$ cat src/rtl/core/ldfs_pkg.sv
`timescale 1ns / 1ps
// ----------------------------------------------------------------------------
// ldfs_pkg
// Shared types and constants of the two-wire LED display frame sender.
// ----------------------------------------------------------------------------
package ldfs_pkg;

  localparam int FRAME_BYTES_DEF = 6;
  localparam int MAX_BYTES       = 6;
  localparam int ADDR_W          = 4;
  localparam int DATA_W          = 32;

  localparam logic [7:0] DCMD_RST = 8'h40;
  localparam logic [7:0] ADDR_RST = 8'hC0;
  localparam logic [7:0] DISP_RST = 8'h88 | 8'h07;

  localparam logic [1:0] REG_DCMD = 2'd0;
  localparam logic [1:0] REG_ADDR = 2'd1;
  localparam logic [1:0] REG_DISP = 2'd2;

  localparam logic [3:0] BITS_PER_BYTE = 4'd8;

  typedef enum logic [3:0] {
    PH_IDLE = 4'b0001,
    PH_DCMD = 4'b0010,
    PH_SEND = 4'b0100,
    PH_DISP = 4'b1000
  } phase_t;

  typedef enum logic [4:0] {
    BS_START = 5'b00001,
    BS_ADDR  = 5'b00010,
    BS_ACK   = 5'b00100,
    BS_DATA  = 5'b01000,
    BS_STOP  = 5'b10000
  } bus_step_t;

  typedef struct packed {
    logic [7:0] data_command;
    logic [7:0] address_byte;
    logic [7:0] display_command;
  } cfg_t;

  typedef struct packed {
    logic                       op;
    logic                       sda_in;
    logic [MAX_BYTES-1:0][7:0]  bytes;
  } req_t;

  typedef struct packed {
    logic scl;
    logic sda_level;
    logic sda_drive;
    logic busy_res;
    logic accepted;
    logic frame_done;
    logic ack_missing;
  } res_t;

endpackage

$ cat src/rtl/core/ldfs_if.sv
`timescale 1ns / 1ps
// ----------------------------------------------------------------------------
// ldfs_req_if / ldfs_rsp_if
// Valid/ready channels carrying request and result items.
// ----------------------------------------------------------------------------
interface ldfs_req_if;
  logic       valid;
  logic       ready;
  logic       op;
  logic       sda_in;
  logic [7:0] byte0;
  logic [7:0] byte1;
  logic [7:0] byte2;
  logic [7:0] byte3;
  logic [7:0] byte4;
  logic [7:0] byte5;

  modport source (output valid, op, sda_in, byte0, byte1, byte2, byte3, byte4, byte5,
                  input ready);
  modport sink (input valid, op, sda_in, byte0, byte1, byte2, byte3, byte4, byte5,
                output ready);
endinterface

interface ldfs_rsp_if;
  logic valid;
  logic ready;
  logic scl;
  logic sda_level;
  logic sda_drive;
  logic busy_res;
  logic accepted;
  logic frame_done;
  logic ack_missing;

  modport source (output valid, scl, sda_level, sda_drive, busy_res, accepted,
                  frame_done, ack_missing, input ready);
  modport sink (input valid, scl, sda_level, sda_drive, busy_res, accepted,
                frame_done, ack_missing, output ready);
endinterface

$ cat src/rtl/core/led_display_two_wire_frame_sender.sv
`timescale 1ns / 1ps
// ----------------------------------------------------------------------------
// led_display_two_wire_frame_sender
// Two-wire LED display master, one bus step per tick item.
// ----------------------------------------------------------------------------
// Each request item is either a tick, which moves the SCL/SDA sequencer on by
// one step, or a frame push, which is taken only while idle and starts the
// data command, address-plus-data and display command transactions. Every
// item gives exactly one result item with the line levels after the step and
// status flags. Items may be presented every cycle: one item a cycle is taken
// while the result side does not stall, and its result passes through the input
// register, then the sequencer update into the result register. Stalls on the
// result side back up through the input register.
module led_display_two_wire_frame_sender #(
  parameter int FRAME_BYTES = ldfs_pkg::FRAME_BYTES_DEF
) (
  input  logic                          clk,
  input  logic                          rst,
  input  logic                          psel,
  input  logic                          penable,
  input  logic                          pwrite,
  input  logic [ldfs_pkg::ADDR_W-1:0]   paddr,
  input  logic [ldfs_pkg::DATA_W-1:0]   pwdata,
  output logic [ldfs_pkg::DATA_W-1:0]   prdata,
  output logic                          pready,
  ldfs_req_if.sink                      req,
  ldfs_rsp_if.source                    rsp
);
  import ldfs_pkg::*;

  cfg_t cfg;
  req_t in_item;
  logic in_vld;
  res_t step_res;
  res_t out_res;
  logic out_vld;
  logic adv;
  logic fire;

  assign adv       = !out_vld || rsp.ready;
  assign fire      = in_vld && adv;
  assign req.ready = !in_vld || adv;

  ldfs_cfg u_cfg (
    .clk     (clk),
    .rst     (rst),
    .psel    (psel),
    .penable (penable),
    .pwrite  (pwrite),
    .paddr   (paddr),
    .pwdata  (pwdata),
    .prdata  (prdata),
    .pready  (pready),
    .cfg     (cfg)
  );

  always_ff @(posedge clk) begin
    if (rst) begin
      in_vld <= 1'b0;
    end else if (req.ready) begin
      in_vld <= req.valid;
    end
  end

  always_ff @(posedge clk) begin
    if (req.valid && req.ready) begin
      in_item.op     <= req.op;
      in_item.sda_in <= req.sda_in;
      in_item.bytes  <= {req.byte5, req.byte4, req.byte3, req.byte2, req.byte1, req.byte0};
    end
  end

  ldfs_seq #(
    .FRAME_BYTES (FRAME_BYTES)
  ) u_seq (
    .clk  (clk),
    .rst  (rst),
    .fire (fire),
    .item (in_item),
    .cfg  (cfg),
    .res  (step_res)
  );

  always_ff @(posedge clk) begin
    if (rst) begin
      out_vld <= 1'b0;
    end else if (fire) begin
      out_vld <= 1'b1;
    end else if (rsp.ready) begin
      out_vld <= 1'b0;
    end
  end

  always_ff @(posedge clk) begin
    if (fire) begin
      out_res <= step_res;
    end
  end

  assign rsp.valid       = out_vld;
  assign rsp.scl         = out_res.scl;
  assign rsp.sda_level   = out_res.sda_level;
  assign rsp.sda_drive   = out_res.sda_drive;
  assign rsp.busy_res    = out_res.busy_res;
  assign rsp.accepted    = out_res.accepted;
  assign rsp.frame_done  = out_res.frame_done;
  assign rsp.ack_missing = out_res.ack_missing;

endmodule

$ cat src/rtl/core/ldfs_cfg.sv
`timescale 1ns / 1ps
// ----------------------------------------------------------------------------
// ldfs_cfg
// APB register file: data command, address byte, display command.
// ----------------------------------------------------------------------------
module ldfs_cfg (
  input  logic                          clk,
  input  logic                          rst,
  input  logic                          psel,
  input  logic                          penable,
  input  logic                          pwrite,
  input  logic [ldfs_pkg::ADDR_W-1:0]   paddr,
  input  logic [ldfs_pkg::DATA_W-1:0]   pwdata,
  output logic [ldfs_pkg::DATA_W-1:0]   prdata,
  output logic                          pready,
  output ldfs_pkg::cfg_t                cfg
);
  import ldfs_pkg::*;

  logic       wr;
  logic [1:0] idx;

  assign pready = 1'b1;
  assign wr     = psel && penable && pwrite && pready;
  assign idx    = paddr[3:2];

  always_ff @(posedge clk) begin
    if (rst) begin
      cfg.data_command    <= DCMD_RST;
      cfg.address_byte    <= ADDR_RST;
      cfg.display_command <= DISP_RST;
    end else if (wr) begin
      case (idx)
        REG_DCMD: cfg.data_command    <= pwdata[7:0];
        REG_ADDR: cfg.address_byte    <= pwdata[7:0];
        REG_DISP: cfg.display_command <= pwdata[7:0];
        default: ;
      endcase
    end
  end

  always_comb begin
    case (idx)
      REG_DCMD: prdata = {24'd0, cfg.data_command};
      REG_ADDR: prdata = {24'd0, cfg.address_byte};
      REG_DISP: prdata = {24'd0, cfg.display_command};
      default:  prdata = '0;
    endcase
  end

endmodule

$ cat src/rtl/core/ldfs_seq.sv
`timescale 1ns / 1ps
// ----------------------------------------------------------------------------
// ldfs_seq
// Bus sequencer: line state, frame store and one-step update per item.
// ----------------------------------------------------------------------------
module ldfs_seq #(
  parameter int FRAME_BYTES = ldfs_pkg::FRAME_BYTES_DEF
) (
  input  logic           clk,
  input  logic           rst,
  input  logic           fire,
  input  ldfs_pkg::req_t item,
  input  ldfs_pkg::cfg_t cfg,
  output ldfs_pkg::res_t res
);
  import ldfs_pkg::*;

  localparam int         IDX_W = (FRAME_BYTES > 1) ? $clog2(FRAME_BYTES) : 1;
  localparam logic [2:0] LAST  = 3'(FRAME_BYTES);

  phase_t    phase, phase_next;
  bus_step_t bstep, bstep_next;
  logic [1:0] sub, sub_next;
  logic [3:0] bitcnt, bitcnt_next;
  logic [2:0] bidx, bidx_next;
  logic       scl, scl_next;
  logic       lvl, lvl_next;
  logic       drv, drv_next;

  logic [7:0] store [FRAME_BYTES];

  logic       store_we;
  logic       do_send;
  logic       count_byte;
  logic [7:0] tx;
  logic       acc, done, miss;

  always_comb begin
    phase_next  = phase;
    bstep_next  = bstep;
    sub_next    = sub;
    bitcnt_next = bitcnt;
    bidx_next   = bidx;
    scl_next    = scl;
    lvl_next    = lvl;
    drv_next    = drv;
    store_we    = 1'b0;
    do_send     = 1'b0;
    count_byte  = 1'b0;
    tx          = cfg.address_byte;
    acc         = 1'b0;
    done        = 1'b0;
    miss        = 1'b0;

    if (item.op) begin
      if (phase == PH_IDLE) begin
        store_we   = 1'b1;
        phase_next = PH_DCMD;
        acc        = 1'b1;
      end
    end else if (phase != PH_IDLE) begin
      case (bstep)
        BS_START: begin
          if (phase == PH_SEND) bidx_next = 3'd0;
          case (sub)
            2'd0: begin
              drv_next = 1'b1;
              lvl_next = 1'b1;
              scl_next = 1'b1;
              sub_next = 2'd1;
            end
            2'd1: begin
              lvl_next = 1'b0;
              sub_next = 2'd2;
            end
            2'd2: sub_next = 2'd3;
            default: begin
              scl_next   = 1'b0;
              sub_next   = 2'd0;
              bstep_next = (phase == PH_SEND) ? BS_ADDR : BS_DATA;
            end
          endcase
        end
        BS_ADDR: begin
          if (phase == PH_SEND) begin
            do_send = 1'b1;
          end else begin
            bstep_next = BS_START;
            sub_next   = 2'd0;
            phase_next = PH_IDLE;
          end
        end
        BS_ACK: begin
          case (sub)
            2'd0: begin
              drv_next = 1'b0;
              sub_next = 2'd1;
            end
            2'd1: begin
              scl_next = 1'b1;
              sub_next = 2'd2;
            end
            2'd2: begin
              miss       = item.sda_in;
              scl_next   = 1'b0;
              sub_next   = 2'd0;
              bstep_next = (phase == PH_SEND) ? BS_DATA : BS_STOP;
            end
            default: sub_next = 2'd0;
          endcase
        end
        BS_DATA: begin
          if (phase == PH_SEND) begin
            if (bidx >= LAST) begin
              bidx_next  = 3'd0;
              bstep_next = BS_STOP;
            end else begin
              do_send    = 1'b1;
              count_byte = 1'b1;
              tx         = store[bidx[IDX_W-1:0]];
            end
          end else begin
            do_send = 1'b1;
            tx      = (phase == PH_DCMD) ? cfg.data_command : cfg.display_command;
          end
        end
        BS_STOP: begin
          case (sub)
            2'd0: begin
              drv_next = 1'b1;
              scl_next = 1'b0;
              lvl_next = 1'b0;
              sub_next = 2'd1;
            end
            2'd1: begin
              scl_next   = 1'b1;
              lvl_next   = 1'b1;
              sub_next   = 2'd0;
              bstep_next = BS_START;
              if (phase == PH_DCMD) begin
                phase_next = PH_SEND;
              end else if (phase == PH_SEND) begin
                phase_next = PH_DISP;
              end else begin
                phase_next = PH_IDLE;
                done       = 1'b1;
              end
            end
            default: sub_next = 2'd0;
          endcase
        end
        default: begin
          bstep_next = BS_START;
          sub_next   = 2'd0;
          phase_next = PH_IDLE;
        end
      endcase

      // shared byte shifter, LSB first, three ticks a bit
      if (do_send) begin
        case (sub)
          2'd0: begin
            bitcnt_next = 4'd0;
            drv_next    = 1'b1;
            scl_next    = 1'b0;
            sub_next    = 2'd1;
          end
          2'd1: begin
            lvl_next    = tx[bitcnt[2:0]];
            bitcnt_next = bitcnt + 4'd1;
            sub_next    = 2'd2;
          end
          2'd2: begin
            scl_next = 1'b1;
            sub_next = 2'd3;
          end
          default: begin
            scl_next = 1'b0;
            sub_next = 2'd1;
            if (bitcnt >= BITS_PER_BYTE) begin
              sub_next   = 2'd0;
              bstep_next = BS_ACK;
              if (count_byte) bidx_next = bidx + 3'd1;
            end
          end
        endcase
      end
    end
  end

  always_ff @(posedge clk) begin
    if (rst) begin
      phase  <= PH_IDLE;
      bstep  <= BS_START;
      sub    <= 2'd0;
      bitcnt <= 4'd0;
      bidx   <= 3'd0;
      scl    <= 1'b1;
      lvl    <= 1'b1;
      drv    <= 1'b1;
    end else if (fire) begin
      phase  <= phase_next;
      bstep  <= bstep_next;
      sub    <= sub_next;
      bitcnt <= bitcnt_next;
      bidx   <= bidx_next;
      scl    <= scl_next;
      lvl    <= lvl_next;
      drv    <= drv_next;
    end
  end

  always_ff @(posedge clk) begin
    if (fire && store_we) begin
      for (int i = 0; i < FRAME_BYTES; i++) begin
        store[i] <= item.bytes[i];
      end
    end
  end

  assign res.scl         = scl_next;
  assign res.sda_level   = lvl_next;
  assign res.sda_drive   = drv_next;
  assign res.busy_res    = (phase_next != PH_IDLE);
  assign res.accepted    = acc;
  assign res.frame_done  = done;
  assign res.ack_missing = miss;

  a_done_idle: assert property (@(posedge clk) disable iff (rst)
    fire && done |=> phase == PH_IDLE)
    else $error("frame done but sequencer not idle");

  a_ack_released: assert property (@(posedge clk) disable iff (rst)
    fire && miss |-> !drv)
    else $error("acknowledge sampled while SDA driven");

  a_sda_scl_high: assert property (@(posedge clk) disable iff (rst)
    fire && scl && scl_next && drv && (lvl_next != lvl) |->
      (bstep == BS_START || bstep == BS_STOP))
    else $error("SDA moved under high SCL outside start or stop");

  a_idle_parked: assert property (@(posedge clk) disable iff (rst)
    phase == PH_IDLE |-> (bstep == BS_START && sub == 2'd0))
    else $error("idle with bus step not parked");

endmodule

$ cat src/flat_wrapper.sv
// flat-port wrapper written by rule: the top's interface ports become plain ports
module led_display_two_wire_frame_sender_flat import ldfs_pkg::*;
#(
  parameter int FRAME_BYTES = ldfs_pkg::FRAME_BYTES_DEF
)
  (clk, rst, psel, penable, pwrite, paddr, pwdata, prdata, pready, req_valid, req_op, req_sda_in, req_byte0, req_byte1, req_byte2, req_byte3, req_byte4, req_byte5, req_ready, rsp_valid, rsp_scl, rsp_sda_level, rsp_sda_drive, rsp_busy_res, rsp_accepted, rsp_frame_done, rsp_ack_missing, rsp_ready);
  ldfs_req_if req_i ();
  ldfs_rsp_if rsp_i ();
  input  logic clk;
  input  logic rst;
  input  logic psel;
  input  logic penable;
  input  logic pwrite;
  input  logic [ldfs_pkg::ADDR_W-1:0] paddr;
  input  logic [ldfs_pkg::DATA_W-1:0] pwdata;
  output logic [ldfs_pkg::DATA_W-1:0] prdata;
  output logic pready;
  input wire logic [$bits(req_i.valid)-1:0] req_valid;
  input wire logic [$bits(req_i.op)-1:0] req_op;
  input wire logic [$bits(req_i.sda_in)-1:0] req_sda_in;
  input wire logic [$bits(req_i.byte0)-1:0] req_byte0;
  input wire logic [$bits(req_i.byte1)-1:0] req_byte1;
  input wire logic [$bits(req_i.byte2)-1:0] req_byte2;
  input wire logic [$bits(req_i.byte3)-1:0] req_byte3;
  input wire logic [$bits(req_i.byte4)-1:0] req_byte4;
  input wire logic [$bits(req_i.byte5)-1:0] req_byte5;
  output wire logic [$bits(req_i.ready)-1:0] req_ready;
  output wire logic [$bits(rsp_i.valid)-1:0] rsp_valid;
  output wire logic [$bits(rsp_i.scl)-1:0] rsp_scl;
  output wire logic [$bits(rsp_i.sda_level)-1:0] rsp_sda_level;
  output wire logic [$bits(rsp_i.sda_drive)-1:0] rsp_sda_drive;
  output wire logic [$bits(rsp_i.busy_res)-1:0] rsp_busy_res;
  output wire logic [$bits(rsp_i.accepted)-1:0] rsp_accepted;
  output wire logic [$bits(rsp_i.frame_done)-1:0] rsp_frame_done;
  output wire logic [$bits(rsp_i.ack_missing)-1:0] rsp_ack_missing;
  input wire logic [$bits(rsp_i.ready)-1:0] rsp_ready;
  assign req_i.valid = req_valid;
  assign req_i.op = req_op;
  assign req_i.sda_in = req_sda_in;
  assign req_i.byte0 = req_byte0;
  assign req_i.byte1 = req_byte1;
  assign req_i.byte2 = req_byte2;
  assign req_i.byte3 = req_byte3;
  assign req_i.byte4 = req_byte4;
  assign req_i.byte5 = req_byte5;
  assign req_ready = req_i.ready;
  assign rsp_valid = rsp_i.valid;
  assign rsp_scl = rsp_i.scl;
  assign rsp_sda_level = rsp_i.sda_level;
  assign rsp_sda_drive = rsp_i.sda_drive;
  assign rsp_busy_res = rsp_i.busy_res;
  assign rsp_accepted = rsp_i.accepted;
  assign rsp_frame_done = rsp_i.frame_done;
  assign rsp_ack_missing = rsp_i.ack_missing;
  assign rsp_i.ready = rsp_ready;
  led_display_two_wire_frame_sender #(.FRAME_BYTES(FRAME_BYTES)) u_core (.clk(clk), .rst(rst), .psel(psel), .penable(penable), .pwrite(pwrite), .paddr(paddr), .pwdata(pwdata), .prdata(prdata), .pready(pready), .req(req_i), .rsp(rsp_i));
endmodule
$ cat config.mk
export PLATFORM = sky130hd
export DESIGN_NAME = led_display_two_wire_frame_sender_flat
export DESIGN_NICKNAME = d
export VERILOG_FILES = /design/src/rtl/core/ldfs_pkg.sv /design/src/rtl/core/ldfs_if.sv /design/src/rtl/core/led_display_two_wire_frame_sender.sv /design/src/rtl/core/ldfs_cfg.sv /design/src/rtl/core/ldfs_seq.sv /design/src/flat_wrapper.sv
export SDC_FILE = /design/constraint.sdc
export NUM_CORES = 1
export LEC_CHECK = 0
export BUFFER_PORTS_ARGS = -buffer_cell sky130_fd_sc_hd__buf_4
export CELL_PAD_IN_SITES_DETAIL_PLACEMENT = 2
export CELL_PAD_IN_SITES_GLOBAL_PLACEMENT = 2
export CORE_MARGIN = 10
export CORE_UTILIZATION = 37
export CTS_BUF_LIST = sky130_fd_sc_hd__clkbuf_16
export DETAILED_ROUTE_END_ITERATION = 10
export GPL_TIMING_DRIVEN = 0
export PLACE_DENSITY = 0.89
export SETUP_SLACK_MARGIN = 0.02
export SLEW_MARGIN = 0
export SYNTH_ARGS = -nofsm -noshare
export SYNTH_HDL_FRONTEND = slang
export SYNTH_SLANG_ARGS = --single-unit
$ cat constraint.sdc
create_clock -name clk -period 4.8 [get_ports clk]
set_input_delay 0.96 -clock clk [delete_from_list [all_inputs] [get_ports clk]]
set_output_delay 0.96 -clock clk [all_outputs]
set_load 0.02 [all_outputs]
==> metrics.md, run 1 <==
| Metric | Value |
|---|---|
| Sequential power share | `approximately 48%` |
| VDD IR max | `0.3181 mV` |
| Vias in the first global route | `5665` |
| Min cycle time layout | `~3600 ps` |
| Overflow after GRT | `0` |
| DIE AREA | `between 0.02 and 0.025 mm^2` |
| Clock sink total | `roughly 160` |
| Hold Vio Cnt, Final | `0` |
| Placer Congestion | `0.8768` |
| Antenna violation net count after detailed routing | `0` |
| Synthesized cell area | `approximately 0.007 mm^2` |
| Gate Count Post-Synth | `roughly 560` |
| First-pass GRT wire length | `33240 um` |
| I/O Buffers | `slightly above 80` |
| 1st-pass router iterations | `4` |
| Total core area | `between 0.015 and 0.02 mm^2` |
| Drt wl/cell | `between 20 and 25 um` |
| Mean Syn Cell Area | `12.47 um^2` |
| DRC viols | `0` |
| Critical Path RT | `3840 ps` |
| Count of different cell masters after synthesis | `68` |
| Largest net degree at the start of global routing | `47` |
| Worst r2r src | `u_core.u_seq.phase[1]` |
| Area growth, synth to finish | `23.93%` |
| YS warnings | `0` |
| Setup-failing EPs final | `0` |
| Core Rows | `49` |
| Crit-path max FO | `10` |
| Wirelength, routed | `between 20000 and 25000 um` |
| Clock root buffer | `clkbuf_16` |
| Via count | `~5000` |
| Cell area after layout | `between 0.008 and 0.009 mm^2` |
| Post-DP HPWL | `around 15000 um` |
| Worst-path clk slew | `70 ps` |
| Clk_skew | `between 10 and 15 ps` |
| WS Path Type | `input port to primary output` |
| Int Pwr | `2.281 mW` |
| Die height | `about 160 um` |
| NetSw | `around 0.83 mW` |
| Via/cell ratio | `around 5.5` |
| Antenna diodes | `0` |
| # fillers | `approximately 1800` |
| Static leakage | `approximately 3.1 nW` |
| PwrDens | `362.1 mW/mm^2` |
| PostCTS Resize Cnt | `0` |
| Final setup TNS | `0 ps` |
| Top_reg_cell synth | `edfxtp_1` |
| Startpoint types | `input port` |
| Sequential element share of the synthesized area | `about 60%` |
| Detailed Route Iter0 Violations | `268` |
| Yosys reg bits | `~160` |
| MaxCap Viol Count | `0` |
| Final period util | `75.33%` |
| Max Slew Vio Count | `0` |
| GR Util All Layers | `between 10% and 20%` |
| Slew headroom | `a little under a quarter` |
| Post-CTS setup buffer count | `0` |
| Crit path DAT | `approximately 2700 ps` |
| CTS Buffer Depth | `2` |
| Worst Min Path Start | `u_core.in_item[45]` |
| Num ports | `roughly 140` |
| CP startpoint | `paddr[3]` |
| Outcome | `finished clean` |
| Asr flop ratio synth | `0%` |
| Final core utilization | `47.11%` |
| Die width | `roughly 160 um` |
| Post-CTS Hold Buffers | `0` |
| Post-synth EDFFs | `between 100 and 150` |
| Initial Utilization | `38.01%` |
| Worst Hold Class | `register to register` |
| Unrepaired setup endpoints after global routing | `false` |
| Nets | `just under 800` |
| Initial antenna violation count | `0` |
| Fraction of layout instances using a drive strength above 1 | `a little over a quarter` |
| Crit end category | `primary output` |
| Clk pwr share | `between 40% and 50%` |
| Worst-Margin Slew | `1144 ps` |
| Fmax | `between 200 and 300 MHz` |
| CTS tree | `done` |
| Htree depth | `4` |
| CTS Buf Count | `17` |
| Switching portion of total power | `26.56%` |
| Comb pwr share | `~6.7%` |
| Skew-Pair Late Insertion Delay | `450 ps` |
| Dpl cell area | `0.007959 mm^2` |
cell families after synthesis:
| logic type | Yosys count | share of synthesized area, % |
|---|---|---|
| AOI/OAI and AO/OA | 111 | 10.63 |
| xor gates and xnor gates | 3 | 0.3797 |
| adders and majority gates | 7 | 1.265 |
| buffers and inverters | 67 | 5.278 |
| DFF | 155 | 60.01 |
| muxes | 47 | 9.400 |
| other | 2 | 0.1085 |
| and+or+nand+nor | 163 | 12.92 |
cell usage in the layout (no fill, tap or decap), types with 3 or more instances in the layout:
master and n:
o21ai_1 3, nor2b_1 4, nand3_1 22, a21oi_1 25
nor3_1 10, o211ai_1 7, o21a_1 5, nor4b_2 3
edfxtp_1 105, or3_1 4, nor2_1 36, clkbuf_16 17
clkinv_8 5, nand2b_1 6, a211oi_1 3, o21ai_0 27
a211o_1 4, conb_1 25, a32oi_1 4, inv_8 4
mux2_2 4, buf_1 3, dfxtp_1 50, nand2_1 43
a22oi_1 4, mux4_2 14, ha_1 7, nor2_4 3
buf_4 107, buf_2 10, and2_1 6, clkbuf_1 14
inv_1 14, a31oi_1 5, mux2i_1 29
power groups by stage:
stage               Clock (mW)  Sequential (mW)  Combinational [mW]
floorplan                    0             1.52               0.109
global placement             0             1.52               0.188
detailed placement           0             1.53               0.204
CTS                       1.45             1.50               0.207
global route              1.49             1.50               0.226
finish                    1.40             1.50               0.207
path summary, 6_finish.rpt:
kind                               to  slack [ps]  cells past startpoint
min          u_core.u_seq.store[5][5]         420                      0
min reg2reg  u_core.u_seq.store[5][5]         420                      0
max reg2reg      u_core.rsp.sda_level        1840                      7
max                         prdata[6]        1180                      6
layer usage:
metal | GRT usage (%) | vias to the layer above | part of all wire (%)
met1 | 20.34 | 2563 | 41
li1 | - | 2292 | -
met3 | 4.852 | 29 | 5.8
met5 | 0 | - | 0
met2 | 30.60 | 150 | 51
met4 | 6.607 | 0 | 2.0
registers in the layout, indices dropped and copies added, names as in the netlist, named ones only:
signal	cells
u_core.rsp.frame_done	1
u_core.u_seq.drv	1
u_core.in_vld	1
u_core.rsp.sda_level	1
u_core.rsp.busy_res	1
u_core.u_seq.bitcnt	4
u_core.rsp.valid	1
u_core.u_seq.sub	2
u_core.in_item	50
u_core.u_seq.store	48
u_core.u_seq.bidx	3
u_core.rsp.ack_missing	1
u_core.rsp.accepted	1
u_core.u_seq.scl	1
u_core.rsp.sda_drive	1
u_core.u_seq.phase	4
u_core.rsp.scl	1
u_core.u_seq.bstep	5
u_core.u_seq.lvl	1
u_core.u_cfg.cfg	24
through the flow:
step | worst slack, ps | std cells | total power, mW | hold WS, ps
finish | 1184 | 923 | 3.106 | 420.9
global route | 1068 | 923 | 3.214 | 431.7
CTS | 1186 | 923 | 3.152 | 422.8
detailed placement | 1183 | 891 | 1.732 | 405.2
global placement | 204.2 | 889 | 1.711 | 401.4
floorplan | 1071 | 578 | 1.631 | 400.3
worst max-delay path, stage by stage:
cell and delay (ps):
buf_4 90, clkbuf_1 500, clkbuf_1 490, mux2i_1 170
o21ai_0 250, buf_4 200
cells in the mapped netlist, types with 3 or more instances:
library cell,instances,area share (%)
a21oi_1,25,1.8
a22oi_1,4,0.43
buf_2,10,0.72
buf_1,3,0.16
nand2b_1,6,0.54
mux2i_1,29,4.2
o21a_1,5,0.54
mux4_2,14,4.6
mux2_2,4,0.65
nor3_1,10,0.72
clkbuf_1,14,0.76
a211o_1,4,0.51
nor4b_2,3,0.65
o211ai_1,7,0.76
inv_1,14,0.76
edfxtp_1,105,46
and2_1,7,0.63
nor2_1,37,2.0
a32oi_1,4,0.51
dfxtp_1,50,14
a31oi_1,5,0.45
a211oi_1,3,0.33
o21ai_1,3,0.22
ha_1,7,1.3
o21ai_0,27,2.0
nand2_1,43,2.3
nor2b_1,4,0.36
nand3_1,22,1.6
buf_4,25,2.7
or3_1,4,0.36
layout make-up:
type	instances	area, um^2	share of cell area [%]
multi-input combinational	356	2497	29.11
clock inverter	15	193.9	2.261
inverter	14	52.55	0.6126
tap	229	286.5	3.340
buffer	53	312.8	3.646
sequential	155	4154	48.42
clock buffer	17	425.4	4.959
timing repair buffer	84	655.6	7.643
(Power assumes the default switching activity.)
==> run 2, diff against run 1 <==
--- a/config.mk
+++ b/config.mk
@@ -9,11 +9,11 @@
 export CELL_PAD_IN_SITES_DETAIL_PLACEMENT = 2
 export CELL_PAD_IN_SITES_GLOBAL_PLACEMENT = 2
 export CORE_MARGIN = 10
-export CORE_UTILIZATION = 37
+export CORE_UTILIZATION = 33
 export CTS_BUF_LIST = sky130_fd_sc_hd__clkbuf_16
 export DETAILED_ROUTE_END_ITERATION = 10
 export GPL_TIMING_DRIVEN = 0
-export PLACE_DENSITY = 0.89
+export PLACE_DENSITY = 0.85
 export SETUP_SLACK_MARGIN = 0.02
 export SLEW_MARGIN = 0
 export SYNTH_ARGS = -nofsm -noshare
==> constraint.sdc (replaced) <==
create_clock -name clk -period 2.9 [get_ports clk]
set_input_delay 0.58 -clock clk [delete_from_list [all_inputs] [get_ports clk]]
set_output_delay 0.58 -clock clk [all_outputs]
set_load 0.02 [all_outputs]
==> run 2 against run 1 <==
Register-to-register slack got worse by 1700 ps. Power rose by 65%. Critical path depth up 1. Global-route usage is 2.0 points lower. Via count down 0.36%. Clock skew decreased by 3.6 ps. Combinational power rose by 64%. Utilization fell by 4.8 points. Clock-buffer cell count unchanged. Flip-flop and latch count unchanged. Setup slack got worse by 1100 ps. Design area is 0.70% higher. Critical path type is now register to register. Critical endpoint is now u_core.rsp.sda_level. Largest cell class unchanged.
==> metrics.md, run 2 (same netlist as run 1, synthesis figures left out) <==
| Metric | Value |
|---|---|
| VDD IR max | `0.3761 mV (+18%)` |
| Drt wl/cell | `21.78 um (-5.4%)` |
| WS Path Type | `register to register` |
| Htree depth | `4 (unchanged)` |
| Unrepaired setup endpoints after global routing | `false` |
| Startpoint types | `register` |
| Crit end category | `register` |
| Worst-Margin Slew | `975.7 ps (-167.9 ps)` |
| Comb pwr share | `6.6% (about the same)` |
| Worst r2r src | `u_core.u_seq.bstep[3]` |
| Setup-failing EPs final | `0 (unchanged)` |
| Critical-path top delay cell | `or4b_4` |
| Initial antenna violation count | `0 (unchanged)` |
| Non-Filler Instances | `962 (+4.2%)` |
| GR Util All Layers | `15.67% (-2.0 points)` |
| CTS tree | `done` |
| Final setup TNS | `0 ps (unchanged)` |
| Hold path cells | `1 (+1)` |
| Worst Hold Class | `input port to register` |
| Worst Min Path Start | `req_byte5[0]` |
| Nets | `779 (-0.26%)` |
| Area growth, synth to finish | `24.80%` |
| Clock root buffer | `clkbuf_16` |
| Most frequent cells in the layout | `buf_4 (107), edfxtp_1 (105), dfxtp_1 (49)` |
| Outcome | `finished clean` |
| Post-CTS Hold Buffers | `0 (unchanged)` |
| Critical Path, Cell by Cell | `buf_2, or4b_4, a211oi_4, o21ai_1, nand3b_1, a32oi_1, a31oi_1` |
| Detailed Route Iter0 Violations | `185 (-31%)` |
| Via count | `5016 (-0.36%)` |
| Slew headroom | `34.60% (+12 points)` |
| CP startpoint | `u_core.u_seq.bstep[3]` |
| Antenna diodes | `0 (unchanged)` |
| Critical Path RT | `3040 ps (-800 ps)` |
| Worst-path clk slew | `80 ps (about the same)` |
| Post-DP HPWL | `15390 um (-0.19%)` |
| Clock sink total | `155 (unchanged)` |
| Switching portion of total power | `26.46% (-0.10 points)` |
| Fmax | `~360 MHz` |
| Clk pwr share | `45.0% (about the same)` |
| Clk_skew | `11.26 ps (-3.569 ps)` |
| Setup slack after layout | `126.4 ps (-1058 ps)` |
| I/O Buffers | `82 (unchanged)` |
| CTS Buf Count | `17 (unchanged)` |
| First-pass GRT wire length | `32710 um (-1.6%)` |
| Num ports | `135 (unchanged)` |
| # fillers | `2082 (+17%)` |
| Placer Congestion | `0.8564 (-2.3%)` |
| Worst hold slack | `309.1 ps (-111.7 ps)` |
| Die height | `164.8 um (+5.1%)` |
| 1st-pass router iterations | `5 (+1)` |
| Min cycle time layout | `~2800 ps` |
| MaxCap Viol Count | `0 (unchanged)` |
| Static leakage | `3.098 nW (about the same)` |
| Biggest register | `u_core.in_item` |
| Crit-path max FO | `10 (unchanged)` |
| DRC viols | `0 (unchanged)` |
| Total power | `5.125 mW (+65%)` |
| Reg2reg path depth | `7 (unchanged)` |
| Hold EP | `u_core.in_item[40]` |
| Int Pwr | `3.769 mW (+65%)` |
| CP delay by family, top | `compound AO/OA/AOI/OAI gates` |
| CTS Buffer Depth | `2 (unchanged)` |
| Skew-Pair Late Insertion Delay | `440 ps (about the same)` |
| DIE AREA | `0.02717 mm^2 (+11%)` |
| Wirelength, routed | `20960 um (-1.4%)` |
| Max reg flops | `50 (unchanged)` |
| Antenna violation net count after detailed routing | `0 (unchanged)` |
| Sequential power share | `48.4% (+0.2 points)` |
| Largest net degree at the start of global routing | `40 (-15%)` |
| Reg-to-reg critical path endpoint | `u_core.rsp.sda_level` |
| Overflow after GRT | `0 (unchanged)` |
| Via/cell ratio | `5.214 (-4.4%)` |
| CP max stage delay | `550 ps (+50 ps)` |
| Register area | `0.004155 mm^2 (about the same)` |
| Max Slew Vio Count | `0 (unchanged)` |
| Core Rows | `52 (+6.1%)` |
| Biggest regs | `u_core.in_item x50, u_core.u_seq.store x48, u_core.u_cfg.cfg x24` |
| Buf/Inv on CP | `1 (-3)` |
| Final period util | `a little over nine tenths` |
| Die width | `164.8 um (+5.1%)` |
| Post-CTS setup buffer count | `0 (unchanged)` |
| Total core area | `0.02043 mm^2 (+12%)` |
| Area occupied by multi-input gates | `0.002515 mm^2 (+0.70%)` |
| PwrDens | `593.3 mW/mm^2 (+64%)` |
| Dpl ws | `-113.6 ps (-1297 ps)` |
| Hold Vio Cnt, Final | `0 (unchanged)` |
| NetSw | `1.356 mW (+64%)` |
| Placed Cells | `932 (+4.6%)` |
| Crit path DAT | `2910 ps (+250 ps)` |
| Initial Utilization | `33.88% (-4.1 points)` |
| R2R setup slack | `130 ps (-1710 ps)` |
| Fraction of layout instances using a drive strength above 1 | `28.03% (+0.66 points)` |
| Most common cell after layout, fill and taps aside | `buf_4` |
| Vias in the first global route | `5608 (-1.0%)` |
==> run 2: metrics by stage <==
step	instance area [um^2]	utilization [%]
finish	8638	42.28
CTS	8627	42.23
detailed placement	8010	39.21
floorplan	7010	-
global route	8638	42.28
global placement	7964	38.98
==> run 2: layer usage <==
layer	wire [um]	track usage, %	share of wire [%]	vias to the layer above
li1	-	-	-	2292
met1	9053	18.95	43	2553
met2	10350	26.47	49	143
met3	1232	4.381	5.9	28
met4	318	4.952	1.5	0
met5	0	0	0	-
==> run 2: layout make-up <==
type                       count  share of cell area [%]
timing repair buffer          84                   7.590
sequential                   155                   48.10
clock inverter                15                   2.173
inverter                      14                  0.6083
clock buffer                  17                   4.925
buffer                        51                   3.578
tap                          270                   3.911
multi-input combinational    356                   29.11
==> run 2: what timing repair did <==
action                                  CTS  global route
pin swaps                                 0             0
endpoints found under the hold margin     0             0
endpoints found under the setup margin    1             4
resized for setup                         2             4
==> run 2: power groups by stage <==
stage	registers [mW]	clock network (mW)	logic, mW
after global routing	2.49	2.45	0.371
after CTS	2.48	2.38	0.339
after global placement	2.52	0	0.313
after detailed placement	2.53	0	0.337
after floorplan	2.52	0	0.181
final	2.48	2.31	0.340
==> run 2: how the worst max path moves through the flow <==
stage / endpoint / slack [ps] / cells past startpoint
after detailed placement: u_core.rsp.sda_level / -110 / 7
after floorplan: u_core.u_seq.store[0][0] / 140 / 4
after global routing: u_core.rsp.sda_level / 40 / 7
final: u_core.rsp.sda_level / 130 / 7
after global placement: u_core.u_seq.store[4][6] / -420 / 4
after CTS: u_core.rsp.sda_level / 30 / 7
